$ cat src/hw/rtl/pn3d_mul.sv
// Registered signed multiplier, 37 x 20 bits, one result per cycle.
module pn3d_mul (
  input  logic                clk,
  input  logic signed [36:0]  a,
  input  logic signed [19:0]  b,
  output logic signed [56:0]  p_r
);

  always_ff @(posedge clk) begin
    p_r <= 57'(a) * 57'(b);
  end

endmodule

$ cat config.mk
export PLATFORM = sky130hd
export DESIGN_NAME = pn3d_mul
export DESIGN_NICKNAME = d
export VERILOG_FILES = /design/src/hw/rtl/pn3d_mul.sv
export SDC_FILE = /design/constraint.sdc
export NUM_CORES = 2
export LEC_CHECK = 0
export BUFFER_PORTS_ARGS = -buffer_cell sky130_fd_sc_hd__buf_2
export CAP_MARGIN = 20
export CORE_MARGIN = 2
export CORE_UTILIZATION = 65
export CTS_CLUSTER_SIZE = 24
export DETAILED_ROUTE_END_ITERATION = 7
export GPL_TIMING_DRIVEN = 0
export PLACE_DENSITY = 0.83
export SETUP_SLACK_MARGIN = 0.4
export SYNTH_ARGS = -nofsm -noshare
export SYNTH_HDL_FRONTEND = slang
export SYNTH_SLANG_ARGS = --single-unit
$ cat constraint.sdc
create_clock -name clk -period 20.3 [get_ports clk]
set_input_delay 3.045 -clock clk [delete_from_list [all_inputs] [get_ports clk]]
set_output_delay 3.045 -clock clk [all_outputs]
set_load 0.005 [all_outputs]
==> flow_summary_export.csv <==
group,metric,value,unit
drt,drt-total-wl,80.31,mm
timing,finalMaxSlewViolations,0,
cts,root_buffer,"clkbuf_16",
worst_setup_path,critPathLaunchType,"input port",
cts,cts_sinks,57,
drt,drc,0,
place,place_hpwl,66.95,mm
status,status,"completed",
timing,relSlewSlack,13.71,%
timing,setup-tns-final,0,ns
floorplan,initial_core_util,66.11,%
floorplan,die_w,208.2,um
yosys,synth_area,27120,sq um
timing,hold_viol,0,
yosys,synthArstFlopShare,0,%
timing,grt_setup_unrepaired,"false",
cts,hold_buffers,0,
drt,vias_per_cell,5.711,
cts,htree_num_levels,3,
yosys,ys_top_cells_by_count,"796 x inv_1, 726 x fa_1, 380 x and2_1, 360 x nand2_1, 161 x clkbuf_1",
floorplan,num_io_pins,115,
yosys,synthCells,2971,
cts,cts_tree,"built",
hold_path,hold_depth,2,
timing,timing.final.crit_share,56.79,%
drt,antenna_left,0,
yosys,synth-seq-cells,57,
final_layout,fin_nets,3971,
drt,initialDrtViolationCount,1842,
grt,first_global_vias,23086,
drt,num_vias,20484,
timing,max_freq,0.08674,GHz
cts,cts_resized,0,
yosys,ys_warn_count,0,
drt,routedWlPerCell,22.39,um
floorplan,coreArea,41020,sq um
yosys,synth_most_common_cell,"inv_1",
timing,whs,3.135,ns
grt,grt_start_max_net_pins,16,
drt,dr_wl_met3,9.140,mm
yosys,synth_top_area_share,53.60,%
worst_setup_path,path_class,"in -> reg",
place,dpl_cell_area,28100,sq um
timing,finalSetupViolCount,0,
drt,dr.max_layer_used,"met4",
final_layout,design_area,28440,sq um
yosys,synth-edff-count,0,
worst_setup_path,cp_data_arrival_time,11.79,ns
place,place_congestion,1.010,
cts,cts_buffers,9,
final_layout,largest_reg_flops,57,
grt,grt_pass1_wl,128.1,mm
final_layout,drive_gt1_share,3.441,%
hold_path,min_path_type,"in -> reg",
grt,antenna_found_initial,3,
final_layout,top_register,"p_r",
grt,grt_overflow_total,0,
timing,period_needed,11.53,ns
drt,wl_met2,37.86,mm
drt,wl_met1,27.43,mm
timing,fin_ws,8.771,ns
worst_setup_path,startpoint,"b[7]",
yosys,ys.flop_type,"dfxtp_1",
grt,gr-usage-all-layers,39.67,%
final_layout,largestRegisters,"p_r (57)",
cts,cts_buffer_depth,2,
place,port_buffers,64,
cts,post_cts_buffers,0,
yosys,synth.largest_area_cell,"fa_1",
worst_setup_path,worstPathMaxFanout,10,
worst_setup_path,required,20.56,ns
run,maxCapViolations,0,
final_layout,fillCellCount,3174,
yosys,synth.avg_cell_area,9.127,sq um
drt,drt-pass1-iter-count,6,
yosys,synth_fp_nets,3896,
floorplan,dieHeight,208.2,um
cts,clk_pin_slew,0.07,ns
worst_setup_path,crit_path_end,"p_r[56]",
worst_setup_path,cp-end-kind,"register",
yosys,synth_cell_types,57,
timing,tightestPinTransition,1.294,ns
yosys,yosysSeqAreaShare,4.208,%
final_layout,syn2layout_area_growth,4.882,%
yosys,synth_area_leaders,"fa_1 54%, inv_1 11%, and2_1 8.8%, ha_1 6.5%, nand2_1 5.0%",
floorplan,fp.dieArea,43370,sq um
place,pre_cts_ws,8.678,ns
floorplan,rows,74,
==> layout make-up <==
cell class	instances	area, sq um	area share (%)
timing repair buffer	64	320.3	1.126
inverter	796	2988	10.51
sequential	57	1141	4.012
antenna	4	10.01	0.03520
tap	532	665.6	2.341
clock buffer	9	225.2	0.7919
multi-input combinational	1954	22370	78.65
buffer	164	619.3	2.178
clock inverter	7	102.6	0.3608
==> layer usage <==
layer  GRT usage, %  vias up
li1               -     8592
met4          24.56        0
met1          46.35    10360
met2          64.70     1190
met3          11.80      342
met5              0        -
==> cells in the final DEF, fill, tap and decap left out, types with 30 or more instances in the layout <==
cell type,instances
clkbuf_1,161
xnor2_1,38
inv_1,796
nand2_1,360
and2_1,380
fa_1,726
o21ai_0,30
a21oi_1,53
a21o_1,32
buf_2,66
ha_1,141
dfxtp_1,57
nor2_1,42
==> worst min-delay path by stage <==
stage,startpoint,to,slack (ns)
detailed placement,p_r[24],p_r[24],3.42
floorplan,p_r[0],p_r[0],3.33
finish,a[0],p_r[0],3.13
CTS,a[0],p_r[0],3.11
global route,a[0],p_r[0],3.18
global placement,p_r[7],p_r[7],3.42
==> per-stage QoR <==
step	utilization, %	instances
floorplan	-	2971
global placement	68.51	3567
detailed placement	68.51	3567
CTS	69.31	3583
global route	69.31	3583
finish	69.34	3587
==> cells by family (layout without fill, tap and decap cells) <==
kind of cell	after synthesis	count (layout)	share of synthesized area, %
compound gates	179	179	4.633
xor+xnor	61	61	1.970
fa+ha+maj	867	867	60.11
buf+inv	960	1040	13.30
flops	57	57	4.208
mux	1	1	0.03692
other cells	0	4	0
simple gates	846	846	15.74
==> critical path, cell delays in order <==
cell and delay, ns:
clkbuf_1 0.63, clkbuf_1 1.02, nand2_1 0.18, fa_1 0.53, fa_1 0.54, inv_1 0.05, fa_1 0.48, fa_1 0.63
fa_1 0.45, fa_1 0.51, fa_1 0.42, ha_1 0.37, a21oi_1 0.26, o21ai_0 0.18, nor4_1 0.47, a211oi_2 0.24
a211oi_2 0.82, o21ai_2 0.20, o221ai_1 0.28, a31oi_1 0.19, nor4_1 0.20, a311oi_1 0.08
Power is left out: the tool's default activity adds up to more than one toggle a clock period on the data nets, which glitch-free logic cannot reach.
